`src/sv/bsc_pkg.sv`:
```
// ----------------------------------------------------------------------------
// bsc_pkg
// Shared types and codes of the banker's safety checker: status codes,
// function codes and the command and status bundles between the controller
// and the datapath.
// ----------------------------------------------------------------------------
package bsc_pkg;

    localparam int FIELD_W      = 8;
    localparam int SLOT_FIELD_W = 4;
    localparam int STATUS_W     = 3;

    typedef logic [STATUS_W-1:0] status_t;

    localparam status_t ST_WRITTEN    = 3'd0;
    localparam status_t ST_SAFE       = 3'd1;
    localparam status_t ST_UNSAFE     = 3'd2;
    localparam status_t ST_OVER_AVAIL = 3'd3;
    localparam status_t ST_OVER_NEED  = 3'd4;
    localparam status_t ST_INACTIVE   = 3'd5;

    localparam logic FUNC_WRITE = 1'b0;
    localparam logic FUNC_CHECK = 1'b1;

    typedef struct packed {
        logic accept;
        logic write;
        logic setup;
        logic step;
        logic emit;
    } dp_cmd_t;

    typedef struct packed {
        logic err;
        logic any_cand;
    } dp_sts_t;

endpackage

```
`src/sv/bsc_ctrl.sv`:
```
// ----------------------------------------------------------------------------
// bsc_ctrl
// Controller of the safety checker: sequences accept, slot write, check
// setup, safety search and result delivery, and owns the in and out handshakes.
// ----------------------------------------------------------------------------
module bsc_ctrl
    import bsc_pkg::*;
(
    input  logic    clk,
    input  logic    rst_n,
    input  logic    in_valid,
    output logic    in_ready,
    input  logic    func,
    output logic    out_valid,
    input  logic    out_ready,
    input  dp_sts_t sts,
    output dp_cmd_t cmd
);

    typedef enum logic [4:0] {
        S_IDLE   = 5'b00001,
        S_WRITE  = 5'b00010,
        S_SETUP  = 5'b00100,
        S_SEARCH = 5'b01000,
        S_FINISH = 5'b10000
    } state_t;

    state_t state_reg;
    state_t state_next;
    logic   out_valid_reg;
    logic   out_valid_next;

    always_comb
    begin
        state_next     = state_reg;
        cmd            = '0;
        out_valid_next = out_valid_reg;
        if (out_valid_reg && out_ready)
        begin
            out_valid_next = 1'b0;
        end
        case (state_reg)
            S_IDLE:
            begin
                if (in_valid)
                begin
                    cmd.accept = 1'b1;
                    state_next = (func == FUNC_CHECK) ? S_SETUP : S_WRITE;
                end
            end
            S_WRITE:
            begin
                cmd.write  = 1'b1;
                state_next = S_FINISH;
            end
            S_SETUP:
            begin
                cmd.setup  = 1'b1;
                state_next = sts.err ? S_FINISH : S_SEARCH;
            end
            S_SEARCH:
            begin
                // one finishing slot per cycle until none fits the pool
                cmd.step = 1'b1;
                if (!sts.any_cand)
                begin
                    state_next = S_FINISH;
                end
            end
            S_FINISH:
            begin
                if (!out_valid_reg || out_ready)
                begin
                    cmd.emit       = 1'b1;
                    out_valid_next = 1'b1;
                    state_next     = S_IDLE;
                end
            end
            default:
            begin
                state_next = S_IDLE;
            end
        endcase
    end

    always_ff @(posedge clk or negedge rst_n)
    begin
        if (!rst_n)
        begin
            state_reg     <= S_IDLE;
            out_valid_reg <= 1'b0;
        end
        else
        begin
            state_reg     <= state_next;
            out_valid_reg <= out_valid_next;
        end
    end

    assign in_ready  = (state_reg == S_IDLE);
    assign out_valid = out_valid_reg;

endmodule

```
`src/sv/bsc_datapath.sv`:
```
// ----------------------------------------------------------------------------
// bsc_datapath
// Job slot table, running allocation sum, request checks and the safety
// search pool with its parallel slot compare and lowest-slot pick.
// ----------------------------------------------------------------------------
module bsc_datapath
    import bsc_pkg::*;
#(
    parameter int SLOTS      = 16,
    parameter int COUNT_BITS = 8
)
(
    input  logic                    clk,
    input  logic                    rst_n,
    input  logic                    cfg_we,
    input  logic [FIELD_W-1:0]      cfg_data,
    input  logic                    func,
    input  logic [SLOT_FIELD_W-1:0] slot,
    input  logic                    active,
    input  logic [FIELD_W-1:0]      max_claim,
    input  logic [FIELD_W-1:0]      allocated,
    input  logic [FIELD_W-1:0]      request,
    input  dp_cmd_t                 cmd,
    output dp_sts_t                 sts,
    output logic [STATUS_W-1:0]     status,
    output logic [FIELD_W-1:0]      available_now
);

    localparam int SLOT_W = $clog2(SLOTS);
    localparam int SUM_W  = COUNT_BITS + SLOT_W;
    localparam int CMP_W  = (COUNT_BITS > FIELD_W) ? COUNT_BITS : FIELD_W;
    localparam int AV_W   = (SUM_W > FIELD_W) ? SUM_W : FIELD_W;
    localparam int WORK_W = CMP_W + SLOT_W + 1;

    // slot table
    logic [SLOTS-1:0]      act_reg;
    logic [COUNT_BITS-1:0] max_reg   [SLOTS];
    logic [COUNT_BITS-1:0] alloc_reg [SLOTS];
    logic [SUM_W-1:0]      sum_reg;
    logic [SUM_W-1:0]      sum_next;
    logic [FIELD_W-1:0]    total_reg;

    // latched item
    logic                    func_reg;
    logic [SLOT_FIELD_W-1:0] slot_reg;
    logic                    act_in_reg;
    logic [FIELD_W-1:0]      max_in_reg;
    logic [FIELD_W-1:0]      alloc_in_reg;
    logic [FIELD_W-1:0]      req_reg;

    // search state
    logic [SLOTS-1:0]      done_reg;
    logic [SLOTS-1:0]      req_oh_reg;
    logic [WORK_W-1:0]     work_reg;
    logic [COUNT_BITS-1:0] req_need_reg;
    logic [COUNT_BITS-1:0] req_alloc_reg;
    status_t               status_reg;
    status_t               out_status_reg;
    logic [FIELD_W-1:0]    out_avail_reg;

    logic                  range_ok;
    logic [SLOT_W-1:0]     ridx;
    logic                  r_act;
    logic [COUNT_BITS-1:0] r_max;
    logic [COUNT_BITS-1:0] r_alloc;
    logic [COUNT_BITS-1:0] r_need;
    logic [COUNT_BITS-1:0] old_contrib;
    logic [COUNT_BITS-1:0] new_contrib;
    logic [FIELD_W-1:0]    avail_c;
    status_t               err_code;
    logic                  err;

    logic [SLOTS-1:0]      cand;
    logic [SLOTS-1:0]      pick;
    logic [COUNT_BITS-1:0] alloc_pick;

    assign range_ok = (32'(slot_reg) < SLOTS);
    assign ridx     = SLOT_W'(slot_reg);
    assign r_act    = range_ok && act_reg[ridx];
    assign r_max    = max_reg[ridx];
    assign r_alloc  = alloc_reg[ridx];
    assign r_need   = (r_max > r_alloc) ? (r_max - r_alloc) : '0;

    // incremental sum of active allocations
    assign old_contrib = r_act ? r_alloc : '0;
    assign new_contrib = act_in_reg ? COUNT_BITS'(alloc_in_reg) : '0;
    assign sum_next    = sum_reg - SUM_W'(old_contrib) + SUM_W'(new_contrib);

    assign avail_c = (AV_W'(sum_reg) >= AV_W'(total_reg)) ? '0
                   : FIELD_W'(AV_W'(total_reg) - AV_W'(sum_reg));

    always_comb
    begin
        err      = 1'b1;
        err_code = ST_INACTIVE;
        if (!r_act)
        begin
            err_code = ST_INACTIVE;
        end
        else if (CMP_W'(req_reg) > CMP_W'(r_need))
        begin
            err_code = ST_OVER_NEED;
        end
        else if (req_reg > avail_c)
        begin
            err_code = ST_OVER_AVAIL;
        end
        else
        begin
            err = 1'b0;
        end
    end

    // every slot against the pool, requester carries the pretended grant
    always_comb
    begin
        logic [COUNT_BITS-1:0] need_i;
        logic [COUNT_BITS-1:0] need_e;
        logic [COUNT_BITS-1:0] alloc_e;
        alloc_pick = '0;
        for (int i = 0; i < SLOTS; i++)
        begin
            need_i  = (max_reg[i] > alloc_reg[i]) ? (max_reg[i] - alloc_reg[i]) : '0;
            need_e  = req_oh_reg[i] ? req_need_reg : need_i;
            cand[i] = !done_reg[i] && (WORK_W'(need_e) <= work_reg);
        end
        pick = cand & (~cand + SLOTS'(1));
        for (int i = 0; i < SLOTS; i++)
        begin
            alloc_e = req_oh_reg[i] ? req_alloc_reg : alloc_reg[i];
            if (pick[i])
            begin
                alloc_pick = alloc_pick | alloc_e;
            end
        end
    end

    assign sts.err      = err;
    assign sts.any_cand = |cand;

    always_ff @(posedge clk or negedge rst_n)
    begin
        if (!rst_n)
        begin
            act_reg   <= '0;
            sum_reg   <= '0;
            total_reg <= '0;
            for (int i = 0; i < SLOTS; i++)
            begin
                max_reg[i]   <= '0;
                alloc_reg[i] <= '0;
            end
        end
        else
        begin
            if (cfg_we)
            begin
                total_reg <= cfg_data;
            end
            if (cmd.write && range_ok)
            begin
                act_reg[ridx]   <= act_in_reg;
                max_reg[ridx]   <= COUNT_BITS'(max_in_reg);
                alloc_reg[ridx] <= COUNT_BITS'(alloc_in_reg);
                sum_reg         <= sum_next;
            end
        end
    end

    always_ff @(posedge clk)
    begin
        if (cmd.accept)
        begin
            func_reg     <= func;
            slot_reg     <= slot;
            act_in_reg   <= active;
            max_in_reg   <= max_claim;
            alloc_in_reg <= allocated;
            req_reg      <= request;
        end
        if (cmd.write)
        begin
            status_reg <= ST_WRITTEN;
        end
        if (cmd.setup)
        begin
            status_reg    <= err_code;
            done_reg      <= ~act_reg;
            req_need_reg  <= r_need - COUNT_BITS'(req_reg);
            req_alloc_reg <= r_alloc + COUNT_BITS'(req_reg);
            work_reg      <= WORK_W'(avail_c - req_reg);
            for (int i = 0; i < SLOTS; i++)
            begin
                req_oh_reg[i] <= (i == 32'(ridx));
            end
        end
        if (cmd.step)
        begin
            if (|cand)
            begin
                done_reg <= done_reg | pick;
                work_reg <= work_reg + WORK_W'(alloc_pick);
            end
            else
            begin
                status_reg <= (&done_reg) ? ST_SAFE : ST_UNSAFE;
            end
        end
        if (cmd.emit)
        begin
            out_status_reg <= (func_reg == FUNC_CHECK) ? status_reg : ST_WRITTEN;
            out_avail_reg  <= avail_c;
        end
    end

    assign status        = out_status_reg;
    assign available_now = out_avail_reg;

endmodule

```
`src/sv/bankers_safety_check_top.sv`:
```
// ----------------------------------------------------------------------------
// bankers_safety_check_top
// Banker's algorithm safety checker for one resource type over a table of
// job slots: slot writes, request checks with error codes and a safety verdict.
// ----------------------------------------------------------------------------
//  channel | signals                                          | direction
//  --------+--------------------------------------------------+----------
//  cfg     | cfg_valid cfg_ready cfg_data (total devices)     | in
//  in      | in_valid in_ready func slot active max_claim     | in
//          | allocated request                                |
//  out     | out_valid out_ready status available_now         | out
//
//  a slot write passes the write and finish steps from accept to result, a check
//  passes setup and finish when it ends in an error and setup, search and finish otherwise
//  the check time is set by the safety search, which retires one finishing
//  slot per cycle after a parallel compare of all slots against the pool
//  reset clears the slot table and total devices at once, no clearing pass
//  a new request is taken while the previous result waits at the output;
//  a stalled output holds the block in its last step until it drains
module bankers_safety_check_top
    import bsc_pkg::*;
#(
    parameter int SLOTS      = 16,
    parameter int COUNT_BITS = 8
)
(
    input  logic                    clk,
    input  logic                    rst_n,
    input  logic                    cfg_valid,
    output logic                    cfg_ready,
    input  logic [FIELD_W-1:0]      cfg_data,
    input  logic                    in_valid,
    output logic                    in_ready,
    input  logic                    func,
    input  logic [SLOT_FIELD_W-1:0] slot,
    input  logic                    active,
    input  logic [FIELD_W-1:0]      max_claim,
    input  logic [FIELD_W-1:0]      allocated,
    input  logic [FIELD_W-1:0]      request,
    output logic                    out_valid,
    input  logic                    out_ready,
    output logic [STATUS_W-1:0]     status,
    output logic [FIELD_W-1:0]      available_now
);

    dp_cmd_t cmd;
    dp_sts_t sts;

    assign cfg_ready = 1'b1;

    bsc_ctrl u_ctrl (
        .clk       (clk),
        .rst_n     (rst_n),
        .in_valid  (in_valid),
        .in_ready  (in_ready),
        .func      (func),
        .out_valid (out_valid),
        .out_ready (out_ready),
        .sts       (sts),
        .cmd       (cmd)
    );

    bsc_datapath #(
        .SLOTS      (SLOTS),
        .COUNT_BITS (COUNT_BITS)
    ) u_dp (
        .clk           (clk),
        .rst_n         (rst_n),
        .cfg_we        (cfg_valid && cfg_ready),
        .cfg_data      (cfg_data),
        .func          (func),
        .slot          (slot),
        .active        (active),
        .max_claim     (max_claim),
        .allocated     (allocated),
        .request       (request),
        .cmd           (cmd),
        .sts           (sts),
        .status        (status),
        .available_now (available_now)
    );

endmodule

```
`config.mk`:
```
export PLATFORM = sky130hd
export DESIGN_NAME = bankers_safety_check_top
export DESIGN_NICKNAME = d
export VERILOG_FILES = /design/src/sv/bsc_pkg.sv /design/src/sv/bsc_ctrl.sv /design/src/sv/bsc_datapath.sv /design/src/sv/bankers_safety_check_top.sv
export SDC_FILE = /design/constraint.sdc
export NUM_CORES = 2
export LEC_CHECK = 0
export BUFFER_PORTS_ARGS = -buffer_cell sky130_fd_sc_hd__buf_4
export CAP_MARGIN = 40
export CORE_MARGIN = 2
export CORE_UTILIZATION = 40
export DETAILED_ROUTE_END_ITERATION = 12
export PLACE_DENSITY = 0.52
export SLEW_MARGIN = 20
export SYNTH_ARGS = -nofsm -noshare
export SYNTH_HDL_FRONTEND = slang
export SYNTH_HIERARCHICAL = 1
export SYNTH_SLANG_ARGS = --single-unit
```
`constraint.sdc`:
```
create_clock -name clk -period 9.6 [get_ports clk]
set_input_delay 1.44 -clock clk [delete_from_list [all_inputs] [get_ports clk]]
set_output_delay 1.44 -clock clk [all_outputs]
set_load 0.02 [all_outputs]
```
# Word level (Yosys, flattened, before mapping)
# Index checks and enable logic that the tools add are counted.
# totals
reg_bits	403
inputBits	43
output_inout_bits	14
elab_cells	316
# classes
add_sub_neg	25
order_cmp	40
n_eq_ne	23
muxes	116
n_bitwise	20
reduce_logical	41
# op_table
cell	n
$mux 8	73
$bwmux 128	2
$le 8x13->1	16
$gt 8x8->1	19
$sub 8x8->8	19
$or 8x8->8	15
$bmux 8 s4	2
$mux 16	3
$mux 13	3
$demux 8 s4	1
$eq 4x4->1 const A	8
$not 16->16	2
$pmux 5 s5	1
$mux 3	8
$mux 5	4
$logic_and 1x1->1	19
$logic_not 1->1	17
$add 16x1->16 const B	1
$and 16x16->16	1
$bwmux 16	1
$eq 3x4->1 const A	4
$or 16x16->16	1
$reduce_and 16->1	1
$reduce_or 16->1	1
27 further kinds	43

# Depth between registers and ports, before layout
# depth
depth_word	42
depth_mapped	37
ltp_nobuf	35

# Hierarchy
# The synthesis kept the hierarchy.
# modules_own_cells
mod	n_inst	cells_each	area_per_inst_um2	seq_area_each_um2
bsc_datapath	1	3206	31072.3	10139.7
bsc_ctrl	1	42	392.9	151.4
bankers_safety_check_top	1	2	11.3	0.0

# Least setup slack after synthesis
# OpenSTA, ideal clock, no wires.
# synth_timing
path_type	register to register
from	register u_dp.slot_reg[0] (netlist: u_dp/ridx[0])
to	register u_ctrl.state_reg[3]
setup_time_ns	0.132
arrival_ns	6.646
t_required_ns	9.468
path_slack_ns	2.822
path_stages_with_launch	32
n_path_buf	5
period_less_slack_ns	6.778
path_cell_list	edfxtp_1 > clkbuf_1 > buf_2 > buf_2 > buf_1 > mux4_2 > mux4_2 > inv_1 > ha_1 > inv_1 > fa_1 > a21o_1 > a21o_1 > a21o_1 > a21oi_1 > nor2b_1 > o21a_1 > o22ai_1 > or2_2 > ha_1 > fa_1 > nor2b_1 > o21ai_0 > a21boi_0 > o21ai_0 > a21boi_0 > o31ai_1 > o21bai_1 > buf_4 > nor3b_1 > a31oi_1 > nor4_1
# synth_via
elab_chain_cells	11
word_cells_on_any_way	17
classes_between	add/sub: 1; order compare: 2; mux: 13; bitwise: 1
# synth_lines
item	line	text
start, declared	bsc_datapath.sv:45	logic [SLOT_FIELD_W-1:0] slot_reg;
start signal, assigned	bsc_datapath.sv:175	slot_reg <= slot;
$not 4->5 (implied by the code)	bsc_datapath.sv:80, bsc_datapath.sv:81	
$bmux 8 s4, on equally long branches	bsc_datapath.sv:80, bsc_datapath.sv:81	
$mux 8, on equally long branches (2 in a row)	bsc_datapath.sv:80, bsc_datapath.sv:81	
$sub 8x8->8 or $gt 8x8->1 (tied branches)	bsc_datapath.sv:82	assign r_need = (r_max > r_alloc) ? (r_max - r_alloc) : '0;
$mux 8	bsc_datapath.sv:82	
$gt 8x8->1	bsc_datapath.sv:100	else if (CMP_W'(req_reg) > CMP_W'(r_need))
$mux 1	bsc_datapath.sv:100	
$mux 1 *	bsc_datapath.sv:96	if (!r_act)
via u_dp.err	bsc_datapath.sv:71	logic err;
$mux 5 *	bsc_ctrl.sv:59	state_next = sts.err ? S_FINISH : S_SEARCH;
$pmux 5 s5 *	bsc_ctrl.sv:42	case (state_reg)
end signal, assigned	bsc_ctrl.sv:95	state_reg <= state_next;
end, declared	bsc_ctrl.sv:28	state_t state_reg;
# The timed path passes the listed nets; every way through them passes the cells marked *. The select of a mux whose other input is x is not followed.
# A chain may end at the register's enable or synchronous reset.

# Worst setup path after layout
# layout_timing
from	register u_dp/max_reg[72] in the netlist's numbering
to	register u_dp.work_reg[12]
# layout_via
elab_chain_cells	30
word_cells_on_any_way	32
classes_between	add/sub: 3; order compare: 2; mux: 14; bitwise: 11; reduce/logical: 2
# layout_lines
item	line	text
start, declared	bsc_datapath.sv:37	logic [COUNT_BITS-1:0] max_reg [SLOTS];
start signal, assigned by index	bsc_datapath.sv:163	max_reg[ridx] <= COUNT_BITS'(max_in_reg);
$sub 8x8->8 or $gt 8x8->1 (tied branches)	bsc_datapath.sv:123	need_i = (max_reg[i] > alloc_reg[i]) ? (max_reg[i] - alloc_reg[i]) : '0;
$mux 8 *	bsc_datapath.sv:123	
$mux 8 *	bsc_datapath.sv:124	need_e = req_oh_reg[i] ? req_need_reg : need_i;
$le 8x13->1 *	bsc_datapath.sv:125	cand[i] = !done_reg[i] && (WORK_W'(need_e) <= work_reg);
$logic_and 1x1->1 *	bsc_datapath.sv:125	
$not 16->16	bsc_datapath.sv:127	pick = cand & (~cand + SLOTS'(1));
$add 16x1->16	bsc_datapath.sv:127	
$and 16x16->16	bsc_datapath.sv:127	
(+14 left out)	n/a	
$mux 8	bsc_datapath.sv:131	if (pick[i])
$or 8x8->8	bsc_datapath.sv:133	alloc_pick = alloc_pick | alloc_e;
$mux 8	bsc_datapath.sv:131	
$or 8x8->8	bsc_datapath.sv:133	
$mux 8	bsc_datapath.sv:131	
$add 13x8->13	bsc_datapath.sv:202	work_reg <= work_reg + WORK_W'(alloc_pick);
$mux 13 *	bsc_datapath.sv:199	if (|cand)
$mux 13 *	bsc_datapath.sv:197	if (cmd.step)
end signal, assigned	bsc_datapath.sv:191	work_reg <= WORK_W'(avail_c - req_reg);
end signal, assigned	bsc_datapath.sv:202	
end, declared	bsc_datapath.sv:54	logic [WORK_W-1:0] work_reg;
# Mark *: on every way between the ends. The rest lies on a longest branch, timed or not.

==> results.sh <==
export IMPL_run_status="complete, no violations"
export IMPL_design_area_um2=35300
export IMPL_post_synth_top_count_cell="ha_1"
export IMPL_seqPwrFrac_pct=22.0
export IMPL_power_switching_mw=5.75
export IMPL_cts_tree="done"
export IMPL_cts_buffers=53
export IMPL_drt_wl_total_um=131000
export IMPL_synth_top_area_cell="dfrtp_1"
export IMPL_ys_seq_area_share_pct=32.7
export IMPL_hold_depth=2
export IMPL_arrival_ns=8.49
export IMPL_combinationalPowerShare_pct=61.1
export IMPL_cts_setup_buffers=0
export IMPL_netSwitchingFraction_pct=46.8
export IMPL_dr_pass1_iters=5
export IMPL_wl_per_cell_um=29.9
export IMPL_area_growth_pct=12.2
export IMPL_hold_violations=0
export IMPL_synth_top_cell_area_share_pct=23.6
export IMPL_final_antenna_net_count=0
export IMPL_drive_above_1_share_pct=17.0
export IMPL_clkPwrFrac_pct=17.0
export IMPL_fin_crit_ns=7.94
export IMPL_hold_path_class="reg2reg"
export IMPL_cts_root_buf="clkbuf_16"
export IMPL_finClkSkew_ns=0.0289
export IMPL_grt_pass1_wl_um=188000
export IMPL_ir_drop_uv=182
export IMPL_vias=27000
export IMPL_clkSlewWorstSetupHoldPaths_ns=0.06
export IMPL_worstSetupEndpointType="register"
export IMPL_yosys_register_bits=403
export IMPL_grt_overflow_total=0
export IMPL_rows=102
export IMPL_grt_pass1_vias=26100
export IMPL_cpPeakStageDelay_ns=0.69
export IMPL_drv_cap=0
export IMPL_syn_avg_cell_area_um2=9.69
export IMPL_crit_slowest_cell="a221o_1"
export IMPL_topRoutingLayerUsed="met5"
export IMPL_start_util_pct=40.5
export IMPL_portBuffers=55
export IMPL_worst_r2r_cell_count=35
export IMPL_synth_edf_count=73
export IMPL_m1WireLength_um=55300
export IMPL_cellLeakagePower_nw=15.9
export IMPL_yosysWarnings=6
export IMPL_worst_slew_pin_slew_ns=0.915
export IMPL_antenna_found_initial=12
export IMPL_gr_usage_all_layers_pct=31.8
export IMPL_cts_sinks=403
export IMPL_finalSetupTns_ns=0
export IMPL_hpwlAfterDp_um=98600
export IMPL_ctsHoldBuffers=0
export IMPL_async_flop_share_pct=73.9
export IMPL_core_area_um2=77700
export IMPL_slew_headroom_pct=38.9
export IMPL_grt_start_max_net_pins=64
export IMPL_synth_distinct_cells=87
export IMPL_slew_violations=0
export IMPL_die_h_um=285
export IMPL_ys_top_cells_by_area="dfrtp_1, ha_1, edfxtp_1, mux2_2, mux4_2"
export IMPL_dr_wl_met2_um=56600
export IMPL_cpMostUsedCell="a21oi_1"
export IMPL_die_width_um=285
export IMPL_pin_count=57
export IMPL_viasPerCell=6.19
export IMPL_critPathRequiredTime_ns=10.15
export IMPL_synth_area_um2=31500
export IMPL_placed_cell_area_um2=33400
export IMPL_cts_buffer_depth=3
export IMPL_drc_errors=0
export IMPL_wl_met3_um=11800
export IMPL_htree_levels=2
export IMPL_synth_common_cells="ha_1, inv_1, dfrtp_1"
export IMPL_crit_fanout=20
export IMPL_critPathKind="reg2reg"
export IMPL_finalSetupViolations=0
export IMPL_gp_congestion=1.02
export IMPL_reg2reg_slack_ns=1.66
export IMPL_cts_resized=0
export IMPL_p_per_area_nw_per_um2=348
export IMPL_clk_latency_ns=0.62
export IMPL_max_freq_mhz=126
export IMPL_intPower_mw=6.53
export IMPL_fin_nets=3680
export IMPL_fin_crit_sh_pct=82.7
export IMPL_cp_start_kind="register"
export IMPL_synth_ff_type="dfrtp_1"
export IMPL_postSynthCellCount=3250
export IMPL_die_area_um2=81000
export IMPL_synth_nets=3649
export IMPL_rsz0062_at_grt="false"
export IMPL_dr_first_iter_drc_count=3108
## critical path, delay by kind of cell (launching register included)
family | cells | cell delay (ns)
adder cells (fa/ha/maj) | 5 | 1.44
flip-flops | 1 | 0.38
AO/OA/AOI/OAI | 16 | 3.49
AND/OR/NAND/NOR | 11 | 2.33
buffers and inverters | 3 | 0.21
## worst paths after layout
check,startpoint,to
max reg2reg,u_dp/max_reg[72],u_dp/work_reg[12]
max,u_dp/max_reg[72],u_dp/work_reg[12]
min reg2reg,u_dp/status_reg[2],u_dp/status_reg[2]
min in group asynchronous,rst_n,u_dp/max_reg[105]
min,u_dp/status_reg[2],u_dp/status_reg[2]
max in group asynchronous,rst_n,u_dp/max_reg[23]
## metrics by stage
| step | power [mW] | utilization [%] | hold WS, ns | cells | worst slack (ns) |
|---|---|---|---|---|---|
| after floorplan | 7.74 | - | 0.432 | 3250 | 2.82 |
| after global placement | 9.84 | 42.6 | 0.456 | 4243 | 1.87 |
| after detailed placement | 10.0 | 43.0 | 0.459 | 4262 | 1.85 |
| after CTS | 12.2 | 45.3 | 0.469 | 4361 | 1.84 |
| after global routing | 13.1 | 45.4 | 0.482 | 4366 | 1.07 |
| final | 12.3 | 45.4 | 0.469 | 4367 | 1.66 |
## cell families (layout without fill, tap and decap cells)
| logic type | Yosys count | count (layout) | share of synthesized area [%] |
|---|---|---|---|
| compound gates | 788 | 788 | 16.5 |
| simple gates | 754 | 754 | 11.8 |
| buf+inv | 486 | 561 | 5.92 |
| flops | 403 | 403 | 32.7 |
| fa+ha+maj | 356 | 356 | 14.9 |
| mux | 337 | 337 | 14.8 |
| xor+xnor | 125 | 125 | 3.48 |
| other cells | 1 | 3 | 0.0119 |
## routing by layer
layer / global-route usage [%] / vias to the layer above
met4: 14.3 / 6
met5: 0 / -
met2: 48.3 / 1349
li1: - / 11900
met3: 5.55 / 281
met1: 44.3 / 13500
## cell type report
type | count | area, um^2
clock inverter | 31 | 318
multi-input combinational | 2361 | 19400
timing repair buffer | 163 | 1390
fill | 7301 | 42400
tap | 1040 | 1300
sequential | 403 | 10300
clock buffer | 68 | 1510
antenna | 2 | 5.00
inverter | 299 | 1120
## power by group through the flow
stage | logic, mW | clock network (mW) | registers, mW
2_1_floorplan | 5.32 | 0 | 2.42
3_3_place_gp | 7.11 | 0 | 2.72
3_5_place_dp | 7.31 | 0 | 2.71
4_1_cts | 7.36 | 2.12 | 2.68
5_1_grt | 8.20 | 2.19 | 2.72
6_report | 7.50 | 2.08 | 2.70
## layout by cell type, fill, tap and decap left out, types with 9 or more instances in the layout
master,count
ha_1,326
mux2_2,178
a2bb2oi_1,11
clkbuf_16,55
nor3_1,56
nor2_1,108
xor2_1,46
mux4_2,85
fa_1,30
o21bai_1,54
dfrtp_1,297
buf_8,9
nor4_1,35
and2_1,22
o221ai_1,9
edfxtp_1,73
nand3_1,53
and3_1,14
a21oi_1,155
nand2b_1,23
clkinv_2,11
a21o_1,58
a31oi_1,16
nor2_2,15
a21boi_0,13
nand4_1,59
o21a_1,22
buf_4,140
a211oi_1,12
dfxtp_1,32
nor2b_1,33
xnor2_1,79
o211ai_1,15
inv_1,296
a22o_1,110
mux2i_1,74
a221oi_1,15
nand2_1,282
o21ai_0,241
No activity file was read; power rests on OpenSTA's default activity.
